[src/hw/rtl/rlec_pkg.sv]
// shared types and constants for the rgb led effect controller
// depends on nothing; every rtl file of the block refers to it by scoped names
`timescale 1ns / 1ps
`default_nettype none

package rlec_pkg;

	// stream payload widths
	localparam int OP_W      = 4;
	localparam int HUE_W     = 10;
	localparam int SAT_W     = 8;
	localparam int LIGHT_W   = 8;
	localparam int SAMPLE_W  = 10;
	localparam int CHAN_W    = 8;
	localparam int S_DATA_W  = 40;
	localparam int M_DATA_W  = 24;

	// configuration port
	localparam int CFG_ADDR_W = 3;
	localparam int CFG_DATA_W = 8;
	localparam int SPEED_W    = 5;
	localparam int CNT_W      = 8;

	localparam int QUEUE_DEPTH = 2;

	// register indexes
	localparam logic [CFG_ADDR_W-1:0] REG_HUE_SHIFT_INTERVAL = 3'd0;
	localparam logic [CFG_ADDR_W-1:0] REG_HUE_SHIFT_STEP     = 3'd1;
	localparam logic [CFG_ADDR_W-1:0] REG_FADE_INTERVAL      = 3'd2;
	localparam logic [CFG_ADDR_W-1:0] REG_FADE_STEP          = 3'd3;
	localparam logic [CFG_ADDR_W-1:0] REG_BRIGHT_STEP        = 3'd4;
	localparam logic [CFG_ADDR_W-1:0] REG_SPEED_MIN          = 3'd5;
	localparam logic [CFG_ADDR_W-1:0] REG_SPEED_MAX          = 3'd6;
	localparam logic [CFG_ADDR_W-1:0] REG_SPEED_DEFAULT      = 3'd7;

	// register reset values
	localparam logic [7:0]         RST_HUE_SHIFT_INTERVAL = 8'd15;
	localparam logic [7:0]         RST_HUE_SHIFT_STEP     = 8'd10;
	localparam logic [7:0]         RST_FADE_INTERVAL      = 8'd5;
	localparam logic [7:0]         RST_FADE_STEP          = 8'd13;
	localparam logic [7:0]         RST_BRIGHT_STEP        = 8'd26;
	localparam logic [SPEED_W-1:0] RST_SPEED_MIN          = 5'd5;
	localparam logic [SPEED_W-1:0] RST_SPEED_MAX          = 5'd20;
	localparam logic [SPEED_W-1:0] RST_SPEED_DEFAULT      = 5'd10;

	// opcodes on the input stream
	localparam logic [OP_W-1:0] OP_TICK   = 4'd0;
	localparam logic [OP_W-1:0] OP_COLOR  = 4'd1;
	localparam logic [OP_W-1:0] OP_OFF    = 4'd2;
	localparam logic [OP_W-1:0] OP_UP     = 4'd3;
	localparam logic [OP_W-1:0] OP_DOWN   = 4'd4;
	localparam logic [OP_W-1:0] OP_AUDIO  = 4'd5;
	localparam logic [OP_W-1:0] OP_STROBE = 4'd6;
	localparam logic [OP_W-1:0] OP_FLASH  = 4'd7;
	localparam logic [OP_W-1:0] OP_SMOOTH = 4'd8;
	localparam logic [OP_W-1:0] OP_FADE   = 4'd9;

	// hsv conversion constants
	localparam logic [10:0] SECTOR   = 11'd1024;
	localparam logic [13:0] TURN6    = 14'd6144;
	localparam logic [12:0] HALF6    = 13'd3072;
	localparam logic [17:0] MIX_FULL = 18'd261120;

	typedef enum logic [3:0] {
		CMD_TICK,
		CMD_COLOR,
		CMD_OFF,
		CMD_UP,
		CMD_DOWN,
		CMD_AUDIO,
		CMD_STROBE,
		CMD_FLASH,
		CMD_SMOOTH,
		CMD_FADE,
		CMD_NOP
	} cmd_t;

	typedef struct packed {
		cmd_t                cmd;
		logic [HUE_W-1:0]    hue;
		logic [SAT_W-1:0]    sat;
		logic [LIGHT_W-1:0]  light;
		logic [SAMPLE_W-1:0] sample;
	} entry_t;

	// queue head as seen by the back end
	typedef struct packed {
		logic   valid;
		entry_t head;
	} q_head_t;

	typedef enum logic [1:0] {
		ST_WAIT,
		ST_CONV,
		ST_OUT
	} back_state_t;

endpackage

`default_nettype wire

[src/hw/rtl/rlec_front.sv]
// front end: takes input items and classifies the opcode into a command
// depends on rlec_pkg
`timescale 1ns / 1ps
`default_nettype none

module rlec_front (
	input  wire logic                             s_tvalid,
	output logic                                  s_tready,
	input  wire logic [rlec_pkg::S_DATA_W-1:0]    s_tdata,
	input  wire logic [rlec_pkg::OP_W-1:0]        s_tuser,
	input  wire logic                             q_full,
	output logic                                  push,
	output rlec_pkg::entry_t                      push_entry
);

	rlec_pkg::cmd_t cmd;

	always_comb begin
		case (s_tuser)
			rlec_pkg::OP_TICK:   cmd = rlec_pkg::CMD_TICK;
			rlec_pkg::OP_COLOR:  cmd = rlec_pkg::CMD_COLOR;
			rlec_pkg::OP_OFF:    cmd = rlec_pkg::CMD_OFF;
			rlec_pkg::OP_UP:     cmd = rlec_pkg::CMD_UP;
			rlec_pkg::OP_DOWN:   cmd = rlec_pkg::CMD_DOWN;
			rlec_pkg::OP_AUDIO:  cmd = rlec_pkg::CMD_AUDIO;
			rlec_pkg::OP_STROBE: cmd = rlec_pkg::CMD_STROBE;
			rlec_pkg::OP_FLASH:  cmd = rlec_pkg::CMD_FLASH;
			rlec_pkg::OP_SMOOTH: cmd = rlec_pkg::CMD_SMOOTH;
			rlec_pkg::OP_FADE:   cmd = rlec_pkg::CMD_FADE;
			default:             cmd = rlec_pkg::CMD_NOP;
		endcase
	end

	assign s_tready = !q_full;
	assign push     = s_tvalid && !q_full;

	assign push_entry.cmd    = cmd;
	assign push_entry.hue    = s_tdata[9:0];
	assign push_entry.sat    = s_tdata[17:10];
	assign push_entry.light  = s_tdata[25:18];
	assign push_entry.sample = s_tdata[35:26];

endmodule

`default_nettype wire

[src/hw/rtl/rlec_queue.sv]
// command queue between front and back end
// depends on rlec_pkg
`timescale 1ns / 1ps
`default_nettype none

module rlec_queue #(
	parameter int DEPTH = rlec_pkg::QUEUE_DEPTH
) (
	input  wire logic              clk,
	input  wire logic              arst_n,
	input  wire logic              push,
	input  wire rlec_pkg::entry_t  push_entry,
	output logic                   full,
	input  wire logic              pop,
	output rlec_pkg::q_head_t      head
);

	localparam int PW = (DEPTH > 1) ? $clog2(DEPTH) : 1;
	localparam int CW = $clog2(DEPTH + 1);

	rlec_pkg::entry_t mem_q [DEPTH];
	logic [PW-1:0] wr_ptr_q;
	logic [PW-1:0] rd_ptr_q;
	logic [CW-1:0] count_q;

	function automatic logic [PW-1:0] ptr_inc(input logic [PW-1:0] p);
		ptr_inc = (p == PW'(DEPTH - 1)) ? '0 : p + 1'b1;
	endfunction

	assign full       = (count_q == CW'(DEPTH));
	assign head.valid = (count_q != '0);
	assign head.head  = mem_q[rd_ptr_q];

	always_ff @(posedge clk) begin
		if (push) begin
			mem_q[wr_ptr_q] <= push_entry;
		end
	end

	always_ff @(posedge clk or negedge arst_n) begin
		if (!arst_n) begin
			wr_ptr_q <= '0;
			rd_ptr_q <= '0;
			count_q  <= '0;
		end else begin
			if (push) begin
				wr_ptr_q <= ptr_inc(wr_ptr_q);
			end
			if (pop) begin
				rd_ptr_q <= ptr_inc(rd_ptr_q);
			end
			case ({push, pop})
				2'b10:   count_q <= count_q + 1'b1;
				2'b01:   count_q <= count_q - 1'b1;
				default: count_q <= count_q;
			endcase
		end
	end

endmodule

`default_nettype wire

[src/hw/rtl/rlec_back.sv]
// back end: effect state, tick timers, key commands and hsv to rgb pipeline
// depends on rlec_pkg; fed by rlec_queue
`timescale 1ns / 1ps
`default_nettype none

module rlec_back (
	input  wire logic                              clk,
	input  wire logic                              arst_n,
	input  wire rlec_pkg::q_head_t                 head,
	output logic                                   pop,
	input  wire logic                              cfg_we,
	input  wire logic [rlec_pkg::CFG_ADDR_W-1:0]   cfg_addr,
	input  wire logic [rlec_pkg::CFG_DATA_W-1:0]   cfg_wdata,
	output logic                                   m_tvalid,
	input  wire logic                              m_tready,
	output logic [rlec_pkg::M_DATA_W-1:0]          m_tdata
);

	localparam logic [1:0] CH_RED   = 2'd0;
	localparam logic [1:0] CH_GREEN = 2'd1;
	localparam logic [1:0] CH_BLUE  = 2'd2;
	localparam logic [1:0] CH_DONE  = 2'd3;

	// configuration
	logic [7:0] hs_int_q, hs_step_q, fd_int_q, fd_step_q, br_step_q;
	logic [rlec_pkg::SPEED_W-1:0] sp_min_q, sp_max_q, sp_def_q;

	// effect state
	logic [9:0] hue_q, hue_n;
	logic [7:0] sat_q, sat_n, bright_q, bright_n;
	logic [rlec_pkg::SPEED_W-1:0] speed_q, speed_n;
	logic audio_q, audio_n, flash_q, flash_n, strobe_q, strobe_n;
	logic fade_q, fade_n, smooth_q, smooth_n, phase_q, phase_n, rising_q, rising_n;
	logic [rlec_pkg::CNT_W-1:0] shift_cnt_q, shift_cnt_n, eff_cnt_q, eff_cnt_n;
	logic [rlec_pkg::CNT_W-1:0] fade_cnt_q, fade_cnt_n;

	rlec_pkg::back_state_t state_q, state_n;
	logic apply;

	// helpers on the current state
	logic [10:0] hue_sum;
	logic [8:0]  fade_sum, br_sum;
	logic [7:0]  fade_dec, br_dec;
	logic [17:0] audio_prod;
	logic [5:0]  speed_up;
	logic [4:0]  speed_dn;
	logic        fx, fd;

	assign hue_sum    = {1'b0, hue_q} + {3'b0, hs_step_q};
	assign fade_sum   = {1'b0, bright_q} + {1'b0, fd_step_q};
	assign fade_dec   = (bright_q > fd_step_q) ? bright_q - fd_step_q : 8'd0;
	assign br_sum     = {1'b0, bright_q} + {1'b0, br_step_q};
	assign br_dec     = (bright_q > br_step_q) ? bright_q - br_step_q : 8'd0;
	assign audio_prod = {head.head.sample, 8'd0} - {8'd0, head.head.sample};
	assign speed_up   = {1'b0, speed_q} + 6'd1;
	assign speed_dn   = speed_q - 5'd1;
	assign fx         = !audio_q && (strobe_q || flash_q);
	assign fd         = !audio_q && !fx && fade_q;

	always_comb begin
		hue_n       = hue_q;
		sat_n       = sat_q;
		bright_n    = bright_q;
		speed_n     = speed_q;
		audio_n     = audio_q;
		flash_n     = flash_q;
		strobe_n    = strobe_q;
		fade_n      = fade_q;
		smooth_n    = smooth_q;
		phase_n     = phase_q;
		rising_n    = rising_q;
		shift_cnt_n = shift_cnt_q;
		eff_cnt_n   = eff_cnt_q;
		fade_cnt_n  = fade_cnt_q;
		case (head.head.cmd)
			rlec_pkg::CMD_TICK: begin
				if (smooth_q && shift_cnt_q >= hs_int_q) begin
					shift_cnt_n = '0;
					hue_n = (hue_sum >= rlec_pkg::SECTOR) ? 10'd0 : hue_sum[9:0];
				end else if (shift_cnt_q != '1) begin
					shift_cnt_n = shift_cnt_q + 1'b1;
				end
				if (fx && eff_cnt_q >= {3'b0, speed_q}) begin
					eff_cnt_n = '0;
					phase_n = !phase_q;
					if (strobe_q) begin
						hue_n = 10'd0 - hue_n;
					end else begin
						bright_n = phase_n ? 8'd0 : 8'hff;
					end
				end else if (eff_cnt_q != '1) begin
					eff_cnt_n = eff_cnt_q + 1'b1;
				end
				if (fd && fade_cnt_q >= fd_int_q) begin
					fade_cnt_n = '0;
					if (rising_q) begin
						if (fade_sum >= 9'd255) begin
							bright_n = 8'hff;
							rising_n = 1'b0;
						end else begin
							bright_n = fade_sum[7:0];
						end
					end else begin
						bright_n = fade_dec;
						if (fade_dec == 8'd0) begin
							rising_n = 1'b1;
						end
					end
				end else if (fade_cnt_q != '1) begin
					fade_cnt_n = fade_cnt_q + 1'b1;
				end
				if (audio_q) begin
					bright_n = audio_prod[17:10];
				end
			end
			rlec_pkg::CMD_COLOR: begin
				hue_n    = head.head.hue;
				sat_n    = head.head.sat;
				bright_n = head.head.light;
			end
			rlec_pkg::CMD_OFF: begin
				hue_n    = '0;
				sat_n    = '0;
				bright_n = '0;
				speed_n  = sp_def_q;
				audio_n  = 1'b0;
				flash_n  = 1'b0;
				strobe_n = 1'b0;
				fade_n   = 1'b0;
				smooth_n = 1'b0;
			end
			rlec_pkg::CMD_UP: begin
				if (flash_q || strobe_q) begin
					speed_n = (speed_up > {1'b0, sp_max_q}) ? sp_max_q : speed_up[4:0];
				end else begin
					bright_n = br_sum[8] ? 8'hff : br_sum[7:0];
				end
			end
			rlec_pkg::CMD_DOWN: begin
				if (flash_q || strobe_q) begin
					// zero speed wraps below the minimum too
					speed_n = (speed_q == '0 || speed_dn < sp_min_q) ? sp_min_q : speed_dn;
				end else begin
					bright_n = br_dec;
				end
			end
			rlec_pkg::CMD_AUDIO: begin
				audio_n  = !audio_q;
				flash_n  = 1'b0;
				strobe_n = 1'b0;
				fade_n   = 1'b0;
			end
			rlec_pkg::CMD_STROBE: begin
				strobe_n = !strobe_q;
				audio_n  = 1'b0;
				flash_n  = 1'b0;
				fade_n   = 1'b0;
			end
			rlec_pkg::CMD_FLASH: begin
				flash_n  = !flash_q;
				audio_n  = 1'b0;
				strobe_n = 1'b0;
				fade_n   = 1'b0;
			end
			rlec_pkg::CMD_SMOOTH: smooth_n = !smooth_q;
			rlec_pkg::CMD_FADE: begin
				fade_n   = !fade_q;
				audio_n  = 1'b0;
				flash_n  = 1'b0;
				strobe_n = 1'b0;
			end
			default: ;
		endcase
	end

	// conversion pipeline: one channel issued per cycle
	logic [1:0]  ch_q;
	logic        issue;
	logic [13:0] x_raw;
	logic [12:0] x_mod;
	logic [12:0] x_dev;
	logic [11:0] c_raw;
	logic [10:0] c_val;
	logic [10:0] inv_c;
	logic [13:0] offset;
	logic        valid_s1, valid_s2;
	logic [1:0]  ch_s1, ch_s2;
	logic [18:0] prod_s1;
	logic [17:0] mixv;
	logic [25:0] bprod_s2;
	logic [15:0] quot_in;
	logic [16:0] quot_sum;
	logic [7:0]  chan_val;
	logic [7:0]  chan_q [3];
	logic        out_load;

	always_comb begin
		case (ch_q)
			CH_GREEN: offset = 14'd4096;
			CH_BLUE:  offset = 14'd2048;
			default:  offset = 14'd0;
		endcase
	end

	assign issue  = (state_q == rlec_pkg::ST_CONV) && (ch_q != CH_DONE);
	assign x_raw  = {1'b0, hue_q, 3'b0} - {3'b0, hue_q, 1'b0} + offset;
	assign x_mod  = (x_raw >= rlec_pkg::TURN6) ? 13'(x_raw - rlec_pkg::TURN6) : x_raw[12:0];
	assign x_dev  = (x_mod >= rlec_pkg::HALF6) ? x_mod - rlec_pkg::HALF6
						: rlec_pkg::HALF6 - x_mod;
	assign c_raw  = (x_dev > 13'(rlec_pkg::SECTOR)) ? 12'(x_dev - 13'(rlec_pkg::SECTOR)) : 12'd0;
	assign c_val  = (c_raw > 12'(rlec_pkg::SECTOR)) ? rlec_pkg::SECTOR : c_raw[10:0];
	assign inv_c  = rlec_pkg::SECTOR - c_val;
	assign mixv   = rlec_pkg::MIX_FULL - prod_s1[17:0];
	// divide by 1024*255: shift, then exact reciprocal form for /255
	assign quot_in  = bprod_s2[25:10];
	assign quot_sum = {1'b0, quot_in} + 17'd1 + {9'd0, quot_in[15:8]};
	assign chan_val = quot_sum[15:8];

	always_ff @(posedge clk) begin
		if (issue) begin
			prod_s1 <= inv_c * sat_q;
			ch_s1   <= ch_q;
		end
		if (valid_s1) begin
			bprod_s2 <= bright_q * mixv;
			ch_s2    <= ch_s1;
		end
		if (valid_s2) begin
			chan_q[ch_s2] <= chan_val;
		end
		if (out_load) begin
			m_tdata <= {chan_q[CH_BLUE], chan_q[CH_GREEN], chan_q[CH_RED]};
		end
	end

	always_comb begin
		state_n  = state_q;
		apply    = 1'b0;
		out_load = 1'b0;
		case (state_q)
			rlec_pkg::ST_WAIT: begin
				if (head.valid) begin
					apply   = 1'b1;
					state_n = rlec_pkg::ST_CONV;
				end
			end
			rlec_pkg::ST_CONV: begin
				if (valid_s2 && ch_s2 == CH_BLUE) begin
					state_n = rlec_pkg::ST_OUT;
				end
			end
			rlec_pkg::ST_OUT: begin
				if (!m_tvalid || m_tready) begin
					out_load = 1'b1;
					state_n  = rlec_pkg::ST_WAIT;
				end
			end
			default: state_n = rlec_pkg::ST_WAIT;
		endcase
	end

	assign pop = apply;

	always_ff @(posedge clk or negedge arst_n) begin
		if (!arst_n) begin
			state_q  <= rlec_pkg::ST_WAIT;
			ch_q     <= CH_RED;
			valid_s1 <= 1'b0;
			valid_s2 <= 1'b0;
			m_tvalid <= 1'b0;
		end else begin
			state_q  <= state_n;
			valid_s1 <= issue;
			valid_s2 <= valid_s1;
			if (apply) begin
				ch_q <= CH_RED;
			end else if (issue) begin
				ch_q <= ch_q + 1'b1;
			end
			if (out_load) begin
				m_tvalid <= 1'b1;
			end else if (m_tready) begin
				m_tvalid <= 1'b0;
			end
		end
	end

	always_ff @(posedge clk or negedge arst_n) begin
		if (!arst_n) begin
			hue_q       <= '0;
			sat_q       <= '0;
			bright_q    <= '0;
			speed_q     <= rlec_pkg::RST_SPEED_DEFAULT;
			audio_q     <= 1'b0;
			flash_q     <= 1'b0;
			strobe_q    <= 1'b0;
			fade_q      <= 1'b0;
			smooth_q    <= 1'b0;
			phase_q     <= 1'b0;
			rising_q    <= 1'b0;
			shift_cnt_q <= '0;
			eff_cnt_q   <= '0;
			fade_cnt_q  <= '0;
		end else if (apply) begin
			hue_q       <= hue_n;
			sat_q       <= sat_n;
			bright_q    <= bright_n;
			speed_q     <= speed_n;
			audio_q     <= audio_n;
			flash_q     <= flash_n;
			strobe_q    <= strobe_n;
			fade_q      <= fade_n;
			smooth_q    <= smooth_n;
			phase_q     <= phase_n;
			rising_q    <= rising_n;
			shift_cnt_q <= shift_cnt_n;
			eff_cnt_q   <= eff_cnt_n;
			fade_cnt_q  <= fade_cnt_n;
		end
	end

	always_ff @(posedge clk or negedge arst_n) begin
		if (!arst_n) begin
			hs_int_q  <= rlec_pkg::RST_HUE_SHIFT_INTERVAL;
			hs_step_q <= rlec_pkg::RST_HUE_SHIFT_STEP;
			fd_int_q  <= rlec_pkg::RST_FADE_INTERVAL;
			fd_step_q <= rlec_pkg::RST_FADE_STEP;
			br_step_q <= rlec_pkg::RST_BRIGHT_STEP;
			sp_min_q  <= rlec_pkg::RST_SPEED_MIN;
			sp_max_q  <= rlec_pkg::RST_SPEED_MAX;
			sp_def_q  <= rlec_pkg::RST_SPEED_DEFAULT;
		end else if (cfg_we) begin
			case (cfg_addr)
				rlec_pkg::REG_HUE_SHIFT_INTERVAL: hs_int_q  <= cfg_wdata;
				rlec_pkg::REG_HUE_SHIFT_STEP:     hs_step_q <= cfg_wdata;
				rlec_pkg::REG_FADE_INTERVAL:      fd_int_q  <= cfg_wdata;
				rlec_pkg::REG_FADE_STEP:          fd_step_q <= cfg_wdata;
				rlec_pkg::REG_BRIGHT_STEP:        br_step_q <= cfg_wdata;
				rlec_pkg::REG_SPEED_MIN:          sp_min_q  <= cfg_wdata[4:0];
				rlec_pkg::REG_SPEED_MAX:          sp_max_q  <= cfg_wdata[4:0];
				rlec_pkg::REG_SPEED_DEFAULT:      sp_def_q  <= cfg_wdata[4:0];
				default: ;
			endcase
		end
	end

endmodule

`default_nettype wire

[src/hw/rtl/rgb_led_effect_controller.sv]
// top level of the rgb led effect controller: front end, command queue, back end
// depends on rlec_pkg, rlec_front, rlec_queue, rlec_back
//
//  channel | direction | signals                        | carries
//  --------+-----------+--------------------------------+-------------------------------
//  s_*     | in        | s_tvalid s_tready s_tdata s_tuser | one event item (tick or key)
//  m_*     | out       | m_tvalid m_tready m_tdata      | one rgb item per event item
//  cfg_*   | in        | cfg_we cfg_addr cfg_wdata      | register writes, no read-back
//
// each item passes through the back end in order: the command is applied, the red, green
// and blue channels are issued into the two-multiplier conversion pipeline and drained
// from it, and the output register is loaded; only then does the back end take the next item
// the queue takes items, until it is full, while the back end works or the output stalls
// arst_n clears control state and loads the register defaults
`timescale 1ns / 1ps
`default_nettype none

module rgb_led_effect_controller #(
	parameter int QUEUE_DEPTH = rlec_pkg::QUEUE_DEPTH
) (
	input  wire logic                              clk,
	input  wire logic                              arst_n,
	input  wire logic                              s_tvalid,
	output logic                                   s_tready,
	// hue_in[9:0], sat_in[17:10], light_in[25:18], audio_sample[35:26], zero pad
	input  wire logic [rlec_pkg::S_DATA_W-1:0]     s_tdata,
	// op[3:0]
	input  wire logic [rlec_pkg::OP_W-1:0]         s_tuser,
	output logic                                   m_tvalid,
	input  wire logic                              m_tready,
	// red[7:0], green[15:8], blue[23:16]
	output logic [rlec_pkg::M_DATA_W-1:0]          m_tdata,
	input  wire logic                              cfg_we,
	input  wire logic [rlec_pkg::CFG_ADDR_W-1:0]   cfg_addr,
	input  wire logic [rlec_pkg::CFG_DATA_W-1:0]   cfg_wdata
);

	logic              q_full;
	logic              push;
	logic              pop;
	rlec_pkg::entry_t  push_entry;
	rlec_pkg::q_head_t head;

	rlec_front u_front (
		.s_tvalid   (s_tvalid),
		.s_tready   (s_tready),
		.s_tdata    (s_tdata),
		.s_tuser    (s_tuser),
		.q_full     (q_full),
		.push       (push),
		.push_entry (push_entry)
	);

	rlec_queue #(
		.DEPTH (QUEUE_DEPTH)
	) u_queue (
		.clk        (clk),
		.arst_n     (arst_n),
		.push       (push),
		.push_entry (push_entry),
		.full       (q_full),
		.pop        (pop),
		.head       (head)
	);

	rlec_back u_back (
		.clk       (clk),
		.arst_n    (arst_n),
		.head      (head),
		.pop       (pop),
		.cfg_we    (cfg_we),
		.cfg_addr  (cfg_addr),
		.cfg_wdata (cfg_wdata),
		.m_tvalid  (m_tvalid),
		.m_tready  (m_tready),
		.m_tdata   (m_tdata)
	);

endmodule

`default_nettype wire

[config.mk]
export PLATFORM = sky130hd
export DESIGN_NAME = rgb_led_effect_controller
export DESIGN_NICKNAME = d
export VERILOG_FILES = /design/src/hw/rtl/rlec_pkg.sv /design/src/hw/rtl/rlec_front.sv /design/src/hw/rtl/rlec_queue.sv /design/src/hw/rtl/rlec_back.sv /design/src/hw/rtl/rgb_led_effect_controller.sv
export SDC_FILE = /design/constraint.sdc
export NUM_CORES = 1
export LEC_CHECK = 0
export BUFFER_PORTS_ARGS = -buffer_cell sky130_fd_sc_hd__buf_2
export CAP_MARGIN = 20
export CORE_ASPECT_RATIO = 0.6
export CORE_MARGIN = 5
export CORE_UTILIZATION = 69
export DETAILED_ROUTE_END_ITERATION = 6
export GPL_TIMING_DRIVEN = 0
export PLACE_DENSITY = 0.87
export REMOVE_ABC_BUFFERS = 1
export SETUP_SLACK_MARGIN = 0.5
export SYNTH_ARGS = -nofsm -noshare
export SYNTH_HDL_FRONTEND = slang
export SYNTH_SLANG_ARGS = --single-unit
[constraint.sdc]
create_clock -name clk -period 18.7 [get_ports clk]
set_clock_uncertainty 0.1 [all_clocks]
set_input_delay 0.935 -clock clk [delete_from_list [all_inputs] [get_ports clk]]
set_output_delay 0.935 -clock clk [all_outputs]
set_load 0.005 [all_outputs]
==> run metrics, run 1 <==
status finished, violations left; failing checks DRC; CP arrival 12590 ps; io pins 86; critical path class flip-flop to flip-flop; synth top area cells edfxtp_1, fa_1, dfrtp_1; clock latency on the worst-skew pair 580 ps; clk buf depth 3; total core area 32700 µm²; startpoint types flip-flop; unrepaired setup endpoints after global routing false; clk sinks 293; Seq/Total Area, Yosys 35.5%; layout cells sized above 1 10.4%; crit end category flip-flop; total track usage 31.0%; slowest stage delay, CP 670 ps; Initial Util 70.5%; WL final 57800 µm; total negative slack 0 ps; Layout fillers 2192; H-tree depth 1; library cells used by synthesis 89; final worst setup slack 6270 ps; dpl cells 2763; period utilisation layout 66.4%; Final Wtd Congestion 0.980; top cell type's share of synthesized area 21.5%; final cell count without fillers 2819; Post-CTS Setup Inserts 0; vias 17700; drt drc 1; FFs w/ async S/R, synth 43.7%; drt via density 6.26; IO buf count 81; count leader, synth inv_1; Max Slew Vio Count 0; Routed wire per std cell 20.5 µm; Synth area leader edfxtp_1; Synth Instances 2283; Synth Register Bits 293; Routed Antenna Nets 0; Top FF cell, synth edfxtp_1; CP dominant cell by count ha_1; CTS buffer count 29; CTS tree done; first-pass GRT wire length 91900 µm; max_cap viols 0; RR Startpoint u_back.ch_q[0]; DRT Pass-1 Iters 7; gr ovfl total 0; row count 51; Nets 2739; Clk pin slew, worst setup/hold paths 70 ps; largest net degree at the start of global routing 71; hpwl dp 43700 µm; Slowest cell on crit path nor3_1; Worst Setup SP u_back.ch_q[0]; final setup vio count 0; DIE AREA 37300 µm²; dpl ws 6540 ps; yosys warns 0; Layout area overhead 8.55%; Die Ht 152 µm; Post-synth EDFFs 165; Worst Max-Slew Pin Slew 1170 ps; CTS Hold Bufs 0; fin crit period 12430 ps; Hold Crit Class input pin to asynchronous set/reset pin; critical path peak fanout 15; Root Buffer clkbuf_16; Worst Path Required 18860 ps; Syn Area/Cell 10.1 µm²; Final Hold Fails 0; relative slew slack 22.1%; Synth Cell Area 23000 µm²; initial antenna violation count 3; fmax 80.5 MHz; post-cts sizing count 0; die width 246 µm; most frequent cells after synthesis inv_1, nand2_1, ha_1; Initial DRC Count 1814; vias in the first global route 17600
[cells in the final DEF (no fill, tap or decap), types with 15 or more instances in the layout]
master	instances
and2_1	117
a21oi_1	104
ha_1	194
and3_1	16
xnor2_1	81
clkbuf_16	29
xor2_1	54
nand3_1	36
buf_2	84
mux2_2	44
o21bai_1	20
mux2i_1	41
o21ai_0	90
edfxtp_1	165
nor2_1	130
dfrtp_1	105
o21a_1	18
inv_1	253
nor3_1	49
nand2b_1	30
fa_1	141
nand2_1	223
a21o_1	37
nor2b_1	15
dfstp_2	22
[layer usage]
layer  GRT usage, %  vias up  share of wire [%]
met5           2.01        -               0.13
met4           9.34        2                3.2
met3           8.17      139                 11
met2           46.9      902                 43
met1           44.4     8597                 42
li1               -     8011                  -
[cell families after synthesis]
family | after synthesis | synth area share (%)
flip-flops | 293 | 35.5
AND/OR/NAND/NOR | 695 | 14.9
XOR/XNOR | 136 | 5.23
adder cells (fa/ha/maj) | 335 | 22.8
buffers and inverters | 315 | 5.20
AO/OA/AOI/OAI | 424 | 12.4
multiplexers | 85 | 3.93
[critical path: cells and delay by family (launching register included)]
kind | cells | cell delay, ps
xor+xnor | 2 | 1100
buf+inv | 7 | 450
simple gates | 11 | 2660
flops | 1 | 440
fa+ha+maj | 12 | 4240
compound gates | 12 | 3100
[final timing paths]
check | endpoint | slack, ps | cells after the start
worst max-delay path | u_back.prod_s1[17] | 6270 | 44
worst min-delay path | u_back.sp_min_q[4] | 260 | 1
worst max register to register | u_back.prod_s1[17] | 6270 | 44
worst min register to register | m_tdata[15] | 320 | 0
max in group asynchronous | u_back.hs_step_q[1] | 17440 | 2
min in group clk | m_tdata[15] | 320 | 0
[through the flow]
stage	cell area [µm²]	utilization [%]	hold slack (ps)
2_1_floorplan	22800	-	300
3_3_place_gp	23800	72.7	303
3_5_place_dp	24000	73.3	305
4_1_cts	25000	76.6	272
5_1_grt	25000	76.6	283
6_report	25000	76.6	261
[cell type report]
cell class	instances	area (µm²)	share of cell area [%]
Antenna cell	2	5.00	0.0200
Clock buffer	37	786	3.14
Clock inverter	17	263	1.05
Inverter	253	950	3.80
Multi-Input combinational cell	1675	13700	54.7
Sequential cell	293	8190	32.7
Tap cell	450	563	2.25
Timing Repair Buffer	92	572	2.29
[state kept, by name, indices dropped and copies added (netlist names), 10 cells and up]
register / cells
u_back.prod_s1: 17
u_queue.mem_q: 80
u_back.chan_q: 24
u_back.hue_q: 10
m_tdata: 24
u_back.bprod_s2: 16
Power of run 1 is left out: the tool's default activity adds up to more than one toggle a clock period on the data nets, which glitch-free logic cannot reach.
==> inputs of run 2 (changes only) <==
--- a/config.mk
+++ b/config.mk
@@ -9,10 +9,10 @@
 export CAP_MARGIN = 20
 export CORE_ASPECT_RATIO = 0.6
 export CORE_MARGIN = 5
-export CORE_UTILIZATION = 69
+export CORE_UTILIZATION = 64
 export DETAILED_ROUTE_END_ITERATION = 6
 export GPL_TIMING_DRIVEN = 0
-export PLACE_DENSITY = 0.87
+export PLACE_DENSITY = 0.81
 export REMOVE_ABC_BUFFERS = 1
 export SETUP_SLACK_MARGIN = 0.5
 export SYNTH_ARGS = -nofsm -noshare
==> constraint.sdc (replaced) <==
create_clock -name clk -period 12.1 [get_ports clk]
set_clock_uncertainty 0.1 [all_clocks]
set_input_delay 0.605 -clock clk [delete_from_list [all_inputs] [get_ports clk]]
set_output_delay 0.605 -clock clk [all_outputs]
set_load 0.005 [all_outputs]
==> run metrics, run 2 (synthesized netlist as in run 1, its figures left out) <==
status complete, no violations; critical path peak fanout 12 (-3); post-route cell area 25100 µm² (+0.22%); Routed wire per std cell 20.4 µm (-0.70%); most frequent cells in the layout inv_1, nand2_1, ha_1, edfxtp_1, fa_1; Biggest register u_queue.mem_q; clk sinks 293 (unchanged); CP dominant cell by count ha_1; Final Wtd Congestion 0.979 (-0.14%); final worst setup slack 789 ps (-5480 ps); DRT Pass-1 Iters 7 (unchanged); unrepaired setup endpoints after global routing false; CTS tree done; Hold Crit Class input pin to flip-flop; slowest stage delay, CP 620 ps (-50 ps); total core area 35300 µm² (+8.0%); clock latency on the worst-skew pair 570 ps (about the same); CTS buffer count 29 (unchanged); first-pass GRT wire length 92100 µm (+0.23%); clk buf depth 3 (unchanged); Worst Path Buf+Inv 4 (-3); Worst Max-Slew Pin Slew 1150 ps (-14.0 ps); fmax 88.4 MHz (+9.9%); fin crit period 11310 ps (-1120 ps); startpoint types flip-flop; drt via density 6.20 (-1.0%); layout cells sized above 1 11.2% (+0.76 points); crit end category flip-flop; crit-path leading delay family adder cells; io pins 86 (unchanged); row count 53 (+3.9%); hpwl dp 43500 µm (-0.40%); Slowest cell on crit path nor2_1; total negative slack 0 ps (unchanged); Die Ht 157 µm (+3.6%); Final Hold Fails 0 (unchanged); WL final 57700 µm (about the same); relative slew slack 22.5% (+0.42 points); Routed Antenna Nets 0 (unchanged); vias in the first global route 17700 (+0.33%); critical path class flip-flop to flip-flop; Initial DRC Count 1673 (-7.8%); largest net degree at the start of global routing 94 (+32%); final setup vio count 0 (unchanged); Layout area overhead 8.78%; Worst Path Required 12280 ps (-6580 ps); Initial Util 65.3% (-5.2 points); die width 255 µm (+3.7%); biggest regs u_queue.mem_q x80, m_tdata x24, u_back.chan_q x24; commonest non-fill, non-tap cell in the layout inv_1; placed cell areas 23900 µm² (-0.11%); period utilisation layout 93.5% (+27 points); IO buf count 81 (unchanged); initial antenna violation count 2 (-1); DIE AREA 40000 µm² (+7.4%); Worst Hold Slack 113 ps (-148 ps); dpl ws 25.3 ps (-6520 ps); H-tree depth 1 (unchanged); total track usage 28.7% (-2.3 points); CP arrival 11490 ps (-1100 ps); Root Buffer clkbuf_16; max reg flops 80 (unchanged); Clk pin slew, worst setup/hold paths 70 ps (about the same); Nets 2740 (+0.037%); vias 17600 (-0.42%); max_cap viols 0 (unchanged); gr ovfl total 0 (unchanged); Max Slew Vio Count 0 (unchanged); drt drc 0 (-1)
-- run 2: area by class of cell --
type                            instances  area [µm²]
Multi-Input combinational cell       1675       13900
Fill cell                            2492       10200
Sequential cell                       293        8190
Inverter                              253         950
Clock buffer                           31         733
Tap cell                              467         584
Timing Repair Buffer                   93         552
Clock inverter                         22         198
Antenna cell                            2        5.00
-- run 2: routing by layer --
layer	global-route usage, %	wire length (µm)	up-vias
met2	42.7	24600	851
met1	41.6	25000	8592
met5	0	0	-
li1	-	-	8019
met3	9.08	6810	114
met4	6.96	1380	0
-- run 2: what timing repair did --
action	in CTS	in global routing
setup buffers	0	2
resized for setup	8	27
hold endpoints to repair	28	0
endpoints found under the setup margin	1	2
pin swaps	0	3
hold buffers	1	0
-- run 2: metrics by stage --
step           util [%]  std cells
4_1_cts            70.6       2832
5_1_grt            71.1       2836
6_report           71.1       2836
2_1_floorplan         -       2221
3_5_place_dp       67.8       2778
3_3_place_gp       67.4       2769
-- run 2: final timing paths --
| path | start | to | slack (ps) | cells past startpoint |
|---|---|---|---|---|
| setup / recovery | u_back.hue_q[8] | u_back.prod_s1[17] | 790 | 37 |
| hold reg to reg | u_back.chan_q[0][3] | m_tdata[3] | 320 | 0 |
| min in group asynchronous | arst_n | u_back.rising_q | 440 | 2 |
| max in group asynchronous | arst_n | u_queue.rd_ptr_q | 10620 | 3 |
| setup reg to reg | u_back.hue_q[8] | u_back.prod_s1[17] | 790 | 37 |
| hold / removal | s_tdata[8] | u_queue.mem_q[1][34] | 110 | 1 |
Power of run 2 is left out for the same reason.
